### config.mk
export PLATFORM = sky130hd
export DESIGN_NAME = cyclic_frame_scheduler
export DESIGN_NICKNAME = d
export VERILOG_FILES = /design/src/rtl/core/cfs_pkg.sv /design/src/rtl/core/cyclic_frame_scheduler.sv /design/src/rtl/core/cfs_frame_table.sv
export SDC_FILE = /design/constraint.sdc
export NUM_CORES = 1
export LEC_CHECK = 0
export BUFFER_PORTS_ARGS = -buffer_cell sky130_fd_sc_hd__buf_2
export CORE_ASPECT_RATIO = 2
export CORE_MARGIN = 2
export CORE_UTILIZATION = 47
export CTS_CLUSTER_DIAMETER = 30
export CTS_CLUSTER_SIZE = 20
export DETAILED_ROUTE_END_ITERATION = 6
export SYNTH_ARGS = -nofsm -noshare
export SYNTH_HDL_FRONTEND = slang
export SYNTH_SLANG_ARGS = --single-unit
### constraint.sdc
create_clock -name clock -period 10.85 [get_ports clock]
set_input_delay 1.085 -clock clock [delete_from_list [all_inputs] [get_ports clock]]
set_output_delay 1.085 -clock clock [all_outputs]
set_load 0.01 [all_outputs]
### src/rtl/core/cfs_pkg.sv
// cfs_pkg: transaction types, request codes and fixed widths of the cyclic frame scheduler
// no dependencies; imported by cfs_frame_table, cyclic_frame_scheduler and tb
`default_nettype none

package cfs_pkg;

   localparam int TASK_W  = 4;
   localparam int MAP_W   = 16;
   localparam int SLICE_W = 16;
   localparam int EPOCH_W = 32;
   localparam int COUNT_W = 5;

   localparam logic [COUNT_W-1:0] READY_MAX = 5'd31;

   typedef enum logic [1:0] {
      REQ_PUSH      = 2'd0,
      REQ_POP       = 2'd1,
      REQ_TICK      = 2'd2,
      REQ_PUSH_IDLE = 2'd3
   } cfs_code_type;

   typedef enum logic [5:0] {
      ST_IDLE    = 6'b000001,
      ST_CLAIM   = 6'b000010,
      ST_SCAN    = 6'b000100,
      ST_POP_LD  = 6'b001000,
      ST_TICK_LD = 6'b010000,
      ST_DONE    = 6'b100000
   } cfs_state_type;

   typedef struct packed {
      cfs_code_type        req_type;
      logic [TASK_W-1:0]   task_id;
      logic [MAP_W-1:0]    frame_map;
      logic [SLICE_W-1:0]  timeslice_ticks;
   } cfs_req_type;

   typedef struct packed {
      logic [TASK_W-1:0]   chosen_task;
      logic                chose_idle;
      logic                reschedule;
      logic                no_ready_owner;
      logic [EPOCH_W-1:0]  longest_idle_window;
   } cfs_rsp_type;

endpackage : cfs_pkg

`default_nettype wire

### src/rtl/core/cyclic_frame_scheduler.sv
// cyclic_frame_scheduler: single cpu cyclic executive with frame ownership and timeslices
// top level; depends on cfs_pkg and cfs_frame_table
//
// usage
//   req channel carries one request transaction: push thread, pop next, tick or push idle
//   rsp channel returns exactly one result transaction per request, in request order
//   one request is worked on at a time; req_ready is high only while the block is waiting
//   path of each request from idle to done, where the result is loaded, receiver ready:
//     tick on idle, push idle, pop with nothing ready, ignored push : straight to done
//     push of a placed thread : straight to done; a first push with claimed frames sweeps
//       owner writes through every frame up to and including its highest claimed frame
//     tick on a thread : to done, via tick load when the slice reloads from the slice memory
//     pop : frame scan, then pop load and done, or done when no ready owner turns up;
//           the frame scan issues one owner memory read per cycle and evaluates it after
//   req_ready returns the cycle after the result is loaded
//   a finished result sits in the rsp register while the next request is accepted;
//   a stalled receiver holds the block only when a second result is ready to go out
//   reset (synchronous, active high) clears all ready, placed and frame valid bits,
//   the counters and pointers and the idle epoch, and starts with idle running;
//   no clearing pass runs, the block takes a request in the first cycle after reset
`default_nettype none

module cyclic_frame_scheduler #(
   parameter int NUM_FRAMES  = 16,
   parameter int NUM_THREADS = 16
) (
   input  wire logic                 clock,
   input  wire logic                 reset,
   input  wire logic                 req_valid,
   output logic                      req_ready,
   input  wire cfs_pkg::cfs_req_type req_data,
   output logic                      rsp_valid,
   input  wire logic                 rsp_ready,
   output cfs_pkg::cfs_rsp_type      rsp_data
);
   import cfs_pkg::*;

   localparam int FW = $clog2(NUM_FRAMES);
   localparam int TW = $clog2(NUM_THREADS);
   localparam int CW = $clog2(NUM_FRAMES + 1);

   localparam logic [FW-1:0] LAST_FRAME = FW'(NUM_FRAMES - 1);
   localparam logic [CW-1:0] SCAN_LAST  = CW'(NUM_FRAMES - 1);
   localparam logic [CW-1:0] SCAN_ALL   = CW'(NUM_FRAMES);

   // control state
   cfs_state_type          state_ff, state_in;
   logic [NUM_THREADS-1:0] ready_ff, ready_in;
   logic [NUM_THREADS-1:0] placed_ff, placed_in;
   logic [COUNT_W-1:0]     count_ff, count_in;
   logic [FW-1:0]          next_frame_ff, next_frame_in;
   logic [TW-1:0]          run_thread_ff, run_thread_in;
   logic                   run_idle_ff, run_idle_in;
   logic [SLICE_W-1:0]     ticks_ff, ticks_in;
   logic [EPOCH_W-1:0]     epoch_ff, epoch_in;
   logic [EPOCH_W-1:0]     epoch_max_ff, epoch_max_in;
   logic                   rsp_valid_ff, rsp_valid_in;

   // claim sweep
   logic [TASK_W-1:0]      claim_task_ff, claim_task_in;
   logic [MAP_W-1:0]       claim_map_ff, claim_map_in;
   logic [FW-1:0]          claim_frame_ff, claim_frame_in;

   // frame scan pipeline: address issue, then owner evaluation
   logic [FW-1:0]          rd_addr_ff, rd_addr_in;
   logic [CW-1:0]          issue_cnt_ff, issue_cnt_in;
   logic                   eval_vld_ff, eval_vld_in;
   logic [FW-1:0]          eval_frame_ff, eval_frame_in;
   logic                   eval_last_ff, eval_last_in;
   logic [TW-1:0]          hit_thread_ff, hit_thread_in;
   logic [FW-1:0]          hit_frame_ff, hit_frame_in;

   // result registers
   cfs_rsp_type            res_ff, res_in;
   cfs_rsp_type            rsp_ff, rsp_in;

   // slice memory
   logic [SLICE_W-1:0]     slice_mem [NUM_THREADS];
   logic [SLICE_W-1:0]     slice_q_ff;
   logic                   slice_we;
   logic [TW-1:0]          slice_waddr;
   logic [TW-1:0]          slice_raddr;

   // frame table interface
   logic                   ft_set_en;
   logic [NUM_FRAMES-1:0]  ft_set_mask;
   logic                   ft_wr_en;
   logic [TASK_W-1:0]      ft_rd_owner;
   logic [NUM_FRAMES-1:0]  ft_valid;

   // decoded request and scan terms
   logic                   tid_ok;
   logic [TW-1:0]          tid_idx;
   logic [NUM_FRAMES-1:0]  map_frames;
   logic                   own_ok;
   logic [TW-1:0]          own_idx;
   logic                   scan_hit;
   logic [SLICE_W-1:0]     ticks_dec;
   logic [EPOCH_W-1:0]     epoch_inc;

   cfs_frame_table #(
      .NUM_FRAMES (NUM_FRAMES)
   ) u_frame_table (
      .clock       (clock),
      .reset       (reset),
      .set_en      (ft_set_en),
      .set_mask    (ft_set_mask),
      .wr_en       (ft_wr_en),
      .wr_addr     (claim_frame_ff),
      .wr_owner    (claim_task_ff),
      .rd_addr     (rd_addr_ff),
      .rd_owner    (ft_rd_owner),
      .frame_valid (ft_valid)
   );

   // slice memory: written on push, read for pop loads and slice reloads
   always_ff @(posedge clock) begin
      if (slice_we) begin
         slice_mem[slice_waddr] <= req_data.timeslice_ticks;
      end
      slice_q_ff <= slice_mem[slice_raddr];
   end

   assign tid_ok     = (32'(req_data.task_id) < NUM_THREADS);
   assign tid_idx    = TW'(req_data.task_id);
   // map bits beyond the frame count drop out here
   assign map_frames = NUM_FRAMES'(req_data.frame_map);

   assign own_ok   = (32'(ft_rd_owner) < NUM_THREADS);
   assign own_idx  = TW'(ft_rd_owner);
   assign scan_hit = eval_vld_ff & ft_valid[eval_frame_ff] & own_ok & ready_ff[own_idx];

   // slice countdown saturates at zero
   assign ticks_dec = (ticks_ff == '0) ? '0 : ticks_ff - 1'b1;
   // idle epoch wraps from all ones to zero
   assign epoch_inc = epoch_ff + 1'b1;

   always_comb begin
      state_in       = state_ff;
      ready_in       = ready_ff;
      placed_in      = placed_ff;
      count_in       = count_ff;
      next_frame_in  = next_frame_ff;
      run_thread_in  = run_thread_ff;
      run_idle_in    = run_idle_ff;
      ticks_in       = ticks_ff;
      epoch_in       = epoch_ff;
      epoch_max_in   = epoch_max_ff;
      claim_task_in  = claim_task_ff;
      claim_map_in   = claim_map_ff;
      claim_frame_in = claim_frame_ff;
      rd_addr_in     = rd_addr_ff;
      issue_cnt_in   = issue_cnt_ff;
      eval_vld_in    = 1'b0;
      eval_frame_in  = eval_frame_ff;
      eval_last_in   = eval_last_ff;
      hit_thread_in  = hit_thread_ff;
      hit_frame_in   = hit_frame_ff;
      res_in         = res_ff;

      // rsp register drains independently of the work in flight
      rsp_valid_in   = rsp_valid_ff & ~rsp_ready;
      rsp_in         = rsp_ff;

      slice_we       = 1'b0;
      slice_waddr    = tid_idx;
      slice_raddr    = run_thread_ff;
      ft_set_en      = 1'b0;
      ft_set_mask    = map_frames;
      ft_wr_en       = 1'b0;

      unique case (state_ff)
         ST_IDLE: begin
            if (req_valid) begin
               res_in   = '0;
               state_in = ST_DONE;
               case (req_data.req_type)
                  REQ_PUSH: begin
                     // out of range thread ids are dropped
                     if (tid_ok) begin
                        slice_we          = 1'b1;
                        ready_in[tid_idx] = 1'b1;
                        if (count_ff != READY_MAX) begin
                           count_in = count_ff + 1'b1;
                        end
                        // first push claims its frames: valid bits now, owners swept
                        if (!placed_ff[tid_idx]) begin
                           placed_in[tid_idx] = 1'b1;
                           ft_set_en          = 1'b1;
                           claim_task_in      = req_data.task_id;
                           claim_map_in       = MAP_W'(map_frames);
                           claim_frame_in     = '0;
                           if (map_frames != '0) begin
                              state_in = ST_CLAIM;
                           end
                        end
                     end
                  end
                  REQ_POP: begin
                     if (count_ff == '0) begin
                        run_idle_in       = 1'b1;
                        res_in.chose_idle = 1'b1;
                     end else begin
                        rd_addr_in   = next_frame_ff;
                        issue_cnt_in = '0;
                        state_in     = ST_SCAN;
                     end
                  end
                  REQ_TICK: begin
                     if (run_idle_ff) begin
                        epoch_in = epoch_inc;
                        if (epoch_inc > epoch_max_ff) begin
                           epoch_max_in = epoch_inc;
                        end
                        res_in.reschedule = (count_ff != '0);
                     end else begin
                        ticks_in = ticks_dec;
                        if (ticks_dec == '0) begin
                           if (count_ff == '0) begin
                              // nobody waiting: reload the running thread's slice
                              state_in = ST_TICK_LD;
                           end else begin
                              res_in.reschedule = 1'b1;
                           end
                        end
                     end
                  end
                  default: begin
                     epoch_in = '0;
                  end
               endcase
            end
         end

         ST_CLAIM: begin
            // walk the frames, writing the owner where a claimed bit is set, done once none remain
            ft_wr_en       = claim_map_ff[0];
            claim_map_in   = claim_map_ff >> 1;
            claim_frame_in = claim_frame_ff + 1'b1;
            if (claim_map_ff[MAP_W-1:1] == '0) begin
               state_in = ST_DONE;
            end
         end

         ST_SCAN: begin
            if (scan_hit) begin
               hit_thread_in = own_idx;
               hit_frame_in  = eval_frame_ff;
               slice_raddr   = own_idx;
               state_in      = ST_POP_LD;
            end else if (eval_vld_ff && eval_last_ff) begin
               // every frame looked at, none owned by a ready thread
               res_in.no_ready_owner = 1'b1;
               state_in              = ST_DONE;
            end else if (issue_cnt_ff != SCAN_ALL) begin
               eval_vld_in   = 1'b1;
               eval_frame_in = rd_addr_ff;
               eval_last_in  = (issue_cnt_ff == SCAN_LAST);
               rd_addr_in    = (rd_addr_ff == LAST_FRAME) ? '0 : rd_addr_ff + 1'b1;
               issue_cnt_in  = issue_cnt_ff + 1'b1;
            end
         end

         ST_POP_LD: begin
            run_thread_in           = hit_thread_ff;
            run_idle_in             = 1'b0;
            ticks_in                = slice_q_ff;
            ready_in[hit_thread_ff] = 1'b0;
            next_frame_in           = (hit_frame_ff == LAST_FRAME) ? '0 : hit_frame_ff + 1'b1;
            count_in                = count_ff - 1'b1;
            res_in.chosen_task      = TASK_W'(hit_thread_ff);
            state_in                = ST_DONE;
         end

         ST_TICK_LD: begin
            ticks_in = slice_q_ff;
            state_in = ST_DONE;
         end

         ST_DONE: begin
            if (!rsp_valid_ff || rsp_ready) begin
               rsp_valid_in                = 1'b1;
               rsp_in                      = res_ff;
               rsp_in.longest_idle_window  = epoch_max_ff;
               state_in                    = ST_IDLE;
            end
         end

         default: begin
            state_in = ST_IDLE;
         end
      endcase
   end

   // control registers
   always_ff @(posedge clock) begin
      if (reset) begin
         state_ff      <= ST_IDLE;
         ready_ff      <= '0;
         placed_ff     <= '0;
         count_ff      <= '0;
         next_frame_ff <= '0;
         run_thread_ff <= '0;
         run_idle_ff   <= 1'b1;
         ticks_ff      <= '0;
         epoch_ff      <= '0;
         epoch_max_ff  <= '0;
         eval_vld_ff   <= 1'b0;
         rsp_valid_ff  <= 1'b0;
      end else begin
         state_ff      <= state_in;
         ready_ff      <= ready_in;
         placed_ff     <= placed_in;
         count_ff      <= count_in;
         next_frame_ff <= next_frame_in;
         run_thread_ff <= run_thread_in;
         run_idle_ff   <= run_idle_in;
         ticks_ff      <= ticks_in;
         epoch_ff      <= epoch_in;
         epoch_max_ff  <= epoch_max_in;
         eval_vld_ff   <= eval_vld_in;
         rsp_valid_ff  <= rsp_valid_in;
      end
   end

   // payload and sequencing registers
   always_ff @(posedge clock) begin
      claim_task_ff  <= claim_task_in;
      claim_map_ff   <= claim_map_in;
      claim_frame_ff <= claim_frame_in;
      rd_addr_ff     <= rd_addr_in;
      issue_cnt_ff   <= issue_cnt_in;
      eval_frame_ff  <= eval_frame_in;
      eval_last_ff   <= eval_last_in;
      hit_thread_ff  <= hit_thread_in;
      hit_frame_ff   <= hit_frame_in;
      res_ff         <= res_in;
      rsp_ff         <= rsp_in;
   end

   assign req_ready = (state_ff == ST_IDLE);
   assign rsp_valid = rsp_valid_ff;
   assign rsp_data  = rsp_ff;

endmodule : cyclic_frame_scheduler

`default_nettype wire

### src/rtl/core/cfs_frame_table.sv
// cfs_frame_table: frame owner memory (one write port, registered read) and frame valid bits
// depends on cfs_pkg
`default_nettype none

module cfs_frame_table #(
   parameter int NUM_FRAMES = 16
) (
   input  wire logic                          clock,
   input  wire logic                          reset,
   input  wire logic                          set_en,
   input  wire logic [NUM_FRAMES-1:0]         set_mask,
   input  wire logic                          wr_en,
   input  wire logic [$clog2(NUM_FRAMES)-1:0] wr_addr,
   input  wire logic [cfs_pkg::TASK_W-1:0]    wr_owner,
   input  wire logic [$clog2(NUM_FRAMES)-1:0] rd_addr,
   output logic      [cfs_pkg::TASK_W-1:0]    rd_owner,
   output logic      [NUM_FRAMES-1:0]         frame_valid
);
   import cfs_pkg::*;

   logic [TASK_W-1:0]     owner_mem [NUM_FRAMES];
   logic [TASK_W-1:0]     rd_owner_ff;
   logic [NUM_FRAMES-1:0] valid_ff;

   // owner storage, read every cycle at the registered address
   always_ff @(posedge clock) begin
      if (wr_en) begin
         owner_mem[wr_addr] <= wr_owner;
      end
      rd_owner_ff <= owner_mem[rd_addr];
   end

   // valid bits gate the owner entries, so the memory needs no clearing
   always_ff @(posedge clock) begin
      if (reset) begin
         valid_ff <= '0;
      end else if (set_en) begin
         valid_ff <= valid_ff | set_mask;
      end
   end

   assign rd_owner    = rd_owner_ff;
   assign frame_valid = valid_ff;

endmodule : cfs_frame_table

`default_nettype wire

# Word level (Yosys, flattened, before mapping)
# Memories as Yosys holds them, arrays and structs flattened. A register that Yosys moved wholly into a read port is not among the register bits.
# Index checks and enable logic that the tools add are counted.
[totals]
ff_bits = 242
latch_bits = 0
ram_bits = 320
rom_bits = 0
inputBits = 42
output_inout_bits = 41
word_cells = 220
n_memories = 2
[op_classes]
add_sub_neg = 8
mul = 0
div_mod_pow = 0
order_cmp = 7
n_eq_ne = 30
shift = 0
mux = 93
bitwise = 14
reduce_logical = 35
[memory_table]
columns = ["name", "words", "word_bits", "rd", "rd_clocked_by_memory_dff", "wr", "line_no", "source"]
rows = [
  ["slice_mem", 16, 16, 1, 1, 1, "cyclic_frame_scheduler.sv:78", "logic [SLICE_W-1:0] slice_mem [NUM_THREADS];"],
  ["u_frame_table.owner_mem", 16, 4, 1, 1, 1, "cfs_frame_table.sv:21", "logic [TASK_W-1:0] owner_mem [NUM_FRAMES];"],
]
[op_table]
columns = ["cell", "n"]
rows = [
  ["2-to-1 mux 16 bit", 9],
  ["one-hot mux 16 bit (2 select lines)", 3],
  ["2-to-1 mux 6 bit", 11],
  ["one-hot mux 32 bit (2 select lines)", 1],
  ["2-to-1 mux 4 bit", 13],
  ["OR 16 bit", 3],
  ["2-to-1 mux 5 bit", 9],
  ["2-to-1 mux 39 bit", 1],
  ["AND reduction 4 bit", 9],
  ["adder 32 x 1 -> 32 bit (second input constant)", 1],
  ["> comparator 32 bit", 1],
  ["logical NOT 16 bit", 2],
  ["2-to-1 mux 32 bit", 1],
  ["2-to-1 mux 1 bit", 31],
  ["one-hot mux 6 bit (5 select lines)", 1],
  ["one-hot mux 4 bit (2 select lines)", 3],
  ["!= test 2 bit (second input constant)", 11],
  ["less-than comparator 4 x 5 -> 1 bit (second input constant)", 4],
  ["one-hot mux 5 bit (2 select lines)", 2],
  ["one-hot mux 6 bit (3 select lines)", 1],
  ["AND 16 bit", 1],
  ["NOT 16 bit", 1],
  ["nonzero test 16 bit", 1],
  ["subtractor 16 x 1 -> 16 bit (second input constant)", 1],
  ["36 further kinds", 66],
]

# Logic depth before layout (Yosys ltp)
[depth]
depth_word = 8
depth_mapped = 16
ltp_nobuf = 15

# Cells and area by module
# From an unflattened synthesis, not the netlist that was laid out.
[hier_totals]
hier_cells = 1805
hier_area_um2 = 24170.7
[modules_own_cells]
columns = ["mod", "n_inst", "cells_each", "area_per_inst_um2", "seq_area_each_um2"]
rows = [
  ["cyclic_frame_scheduler", 1, 1623, 21028.9, 13452.9],
  ["cfs_frame_table", 1, 182, 3141.8, 2322.2],
]

# Least setup slack after synthesis
# Ideal clock, no wire load.
[synth_timing]
path_type = "input to register"
start = "input port req_data[32] (netlist name)"
end = "register claim_frame_ff[0] (enable)"
setup_ns = 0.425
arrival_ns = 3.930
t_required_ns = 10.425
path_slack_ns = 6.495
cell_stages = 4
path_buffers = 1
path_cell_list = "clkbuf_1 > mux4_2 > mux4_2 > o21ai_0"
[synth_via]
elab_chain_len = 4
[synth_rtl]
columns = ["item", "line_no", "source"]
rows = [
  ["start: declaration", "cyclic_frame_scheduler.sv:31", "input wire cfs_pkg::cfs_req_type req_data,"],
  ["binary-select mux 1 bit (select 4 bit)", "cyclic_frame_scheduler.sv:187", "if (!placed_ff[tid_idx]) begin"],
  ["2-to-1 mux 1 bit (implied by the code)", "cyclic_frame_scheduler.sv:187", ""],
  ["!= test 2 bit (no source line)", "n/a", ""],
  ["AND reduction 4 bit (no source line)", "n/a", ""],
  ["end signal: assignment", "cyclic_frame_scheduler.sv:330", "claim_frame_ff <= claim_frame_in;"],
  ["end: declaration", "cyclic_frame_scheduler.sv:62", "logic [FW-1:0] claim_frame_ff, claim_frame_in;"],
]
# No other way between the ends. The select of a mux whose other input is x is not followed.
# A chain may end at the register's enable or synchronous reset.

# Final worst setup path
[layout_timing]
start = "register epoch_ff[16]"
end = "register epoch_max_ff[12]"
[layout_via]
elab_chain_len = 3
[layout_rtl]
columns = ["item", "line_no", "source"]
rows = [
  ["start: declaration", "cyclic_frame_scheduler.sv:55", "logic [EPOCH_W-1:0] epoch_ff, epoch_in;"],
  ["start signal: assignment", "cyclic_frame_scheduler.sv:319", "epoch_ff <= epoch_in;"],
  ["adder 32 x 1 -> 32 bit", "cyclic_frame_scheduler.sv:136", "assign epoch_inc = epoch_ff + 1'b1;"],
  ["net epoch_inc[25]", "cyclic_frame_scheduler.sv:99", "logic [EPOCH_W-1:0] epoch_inc;"],
  ["> comparator 32 bit", "cyclic_frame_scheduler.sv:212", "if (epoch_inc > epoch_max_ff) begin"],
  ["AND reduction 5 bit (no source line)", "n/a", ""],
  ["end signal: assignment", "cyclic_frame_scheduler.sv:320", "epoch_max_ff <= epoch_max_in;"],
  ["end: declaration", "cyclic_frame_scheduler.sv:56", "logic [EPOCH_W-1:0] epoch_max_ff, epoch_max_in;"],
]
# The timed path passes the listed nets, and every way through them passes these cells.

==> metrics.cfg <==
[global_routing]
grt_pass1_vias = 16200
grt.total_usage_pct = 22.4
antenna_found_initial = 4
grt_pass1_wl_mm = 91.3
grt_remaining_overflow = 0
grt_max_degree = 93

[layout]
final-seq-area_um2 = 15800
multi_input_area_um2 = 8040
diodes = 0
drive_gt1_share_pct = 13.9
final_area_um2 = 28000
layout_common_cells = 412 x edfxtp_1, 186 x nand2_1, 170 x dfxtp_1
fillers = 4322
layout_commonest_cell = edfxtp_1
instances_no_fill = 2736
nets = 2112
syn_to_final_growth_pct = 14.9

[worst_setup_path]
worstPathCellList = and3_1, and3_1, nand3_1, nor4_1, nand3_1, xnor2_1, ha_1, a21o_1, a21o_1, a21oi_1, o211ai_1, a21oi_2, a21o_1, a211oi_1
path_common_cell = a21o_1
r2r_start = epoch_ff[16]
path_max_fanout = 30
critPathLaunchType = register
cp.required_ps = 11270
path_buf_inv = 0
cp-end-kind = register
cpMaxStageDelayCell = nor4_1
crit_start = epoch_ff[16]
cp_top_family = simple AND/OR/NAND/NOR gates
crit_path_max_incr_delay_ps = 1100
arrival_ps = 5320
critical_path_class = reg -> reg

[clock_tree]
cts_setup_buffers = 0
insertion_delay_ps = 600
clock_sinks = 582
h-tree-depth = 3
clk_path_buf_depth = 3
cts_hold_buf = 0
cts_resized = 0
cts_buffers = 69
clock-root-buffer = clkbuf_16
path_clk_slew_ps = 70
cts_tree = done

[routing]
drt_iter0_markers = 1025
routed_wl_mm = 59.3
viasPerCell = 5.78
antenna_left = 0
drc = 0
num_vias = 15800
wl_per_cell_um = 21.7
drt-pass1-iter-count = 5

[timing]
tightest_slew_ps = 1310
fin_crit_sh_pct = 45.1
fin_ws_ps = 5950
slew_violations = 0
rsz0062_at_grt = no
tns_ps = 0
setup_viol = 0
max_clock_freq_ghz = 0.204
hold_viol = 0
fin_crit_ps = 4900
relSlewSlack_pct = 12.0
fin_skew_ps = 28.1

[synthesis]
synth_area_um2 = 24300
syn_nets = 2033
synth.distinct_cells = 66
synth_edf_count = 412
ys_dominant_reg_cell = edfxtp_1
yosysWarnings = 0
ys_ff_latch = 582
async_flop_share_pct = 0
synthesis.instances = 1944
yosysSeqAreaShare_pct = 64.8
avgSynthCellArea_um2 = 12.5

[die]
rows = 118
initial_core_util_pct = 47.2
die_w_um = 165
die_h_um = 326
die-area_um2 = 53700
core-area_um2 = 51500
io_pins = 83

[min_path]
hold_class = reg -> reg
min_from = epoch_max_ff[21]

[place]
place_inst = 2612
dpl_cell_area_um2 = 25500
io_buffers = 82
routabilityCongestion = 0.870
dp_hpwl_mm = 40.2
pre_cts_slack_ps = 5980

[pwr]
leakage_nw = 9.86
ir_drop_mv = 0.243
power.density_nw_per_um2 = 200

[flow_run]
drv_cap = 0

[outcome]
status = complete, no violations

==> kinds of logic (layout without fill, tap and decap cells) <==
kind of cell	count (synthesis)	count (layout)	share of synthesized area [%]
DFF	582	582	64.8
xor gates and xnor gates	44	44	1.58
adders and majority gates	47	47	2.45
buffers and inverters	158	290	2.59
and+or+nand+nor	580	580	11.0
AOI/OAI and AO/OA	376	376	10.2
muxes	157	157	7.39
==> cell type report <==
class                      count  area share [%]
sequential                   582            56.4
inverter                      54           0.725
tap                          660            2.95
timing repair buffer         112            2.28
clock buffer                  82            6.80
clock inverter                42            2.08
multi-input combinational   1204            28.7
==> worst paths after layout <==
check | to | slack, ps | cells after the start
min | rsp_data[21] | 430 | 0
min reg2reg | rsp_data[21] | 430 | 0
max | epoch_max_ff[12] | 5950 | 14
max reg2reg | epoch_max_ff[12] | 5950 | 14
==> synthesized netlist by cell type, types with 42 or more instances <==
library cell	instances	area share, %
inv_1	52	0.80
nand2_1	186	2.9
nor2_1	178	2.7
a21oi_1	94	1.9
nor3_1	42	0.86
a211oi_1	81	2.5
ha_1	46	2.4
mux2i_1	132	5.4
o21ai_0	42	0.86
clkbuf_1	81	1.2
dfxtp_1	170	14
edfxtp_1	412	51
o22ai_1	47	1.2
==> sequential cells by signal, summed over array words and instances (netlist names), 6 cells and up <==
| register | flops |
|---|---|
| claim_map_ff | 16 |
| epoch_ff | 32 |
| epoch_max_ff | 32 |
| placed_ff | 16 |
| ready_ff | 16 |
| res_ff | 7 |
| rsp_data | 39 |
| slice_mem | 256 |
| slice_q_ff | 16 |
| state_ff | 6 |
| ticks_ff | 16 |
| u_frame_table.frame_valid | 16 |
| u_frame_table.owner_mem | 64 |
==> layer usage <==
| layer | vias up | track usage (%) | share of wire, % |
|---|---|---|---|
| met4 | 6 | 10.0 | 4.3 |
| met3 | 155 | 3.63 | 4.2 |
| li1 | 7464 | - | - |
| met2 | 399 | 42.9 | 55 |
| met1 | 7777 | 23.4 | 36 |
| met5 | - | 0 | 0.066 |
==> worst register-to-register path, stage by stage (launching register included) <==
cell and delay, ps:
dfxtp_1 450, and3_1 240, and3_1 220, nand3_1 110
nor4_1 1100, nand3_1 200, xnor2_1 340, ha_1 320
a21o_1 160, a21o_1 160, a21oi_1 130, o211ai_1 110
a21oi_2 150, a21o_1 830, a211oi_1 200
==> stage by stage <==
stage	power (W)	hold WS (ps)	utilization, %
after detailed placement	0.00321	415	49.4
final	0.00560	427	54.3
after global placement	0.00319	414	49.4
after CTS	0.00564	424	54.3
after floorplan	0.00298	400	-
after global routing	0.00580	437	54.3
==> power breakdown <==
group / leakage (nW) / internal [W] / switching (W) / total [W]
combinational: 3.55 / 0.000198 / 0.000414 / 0.000612
sequential: 5.11 / 0.00247 / 0.0000808 / 0.00255
clock: 1.21 / 0.00140 / 0.00103 / 0.00243
total: 9.86 / 0.00407 / 0.00153 / 0.00560
No activity file was read; power rests on OpenSTA's default activity.
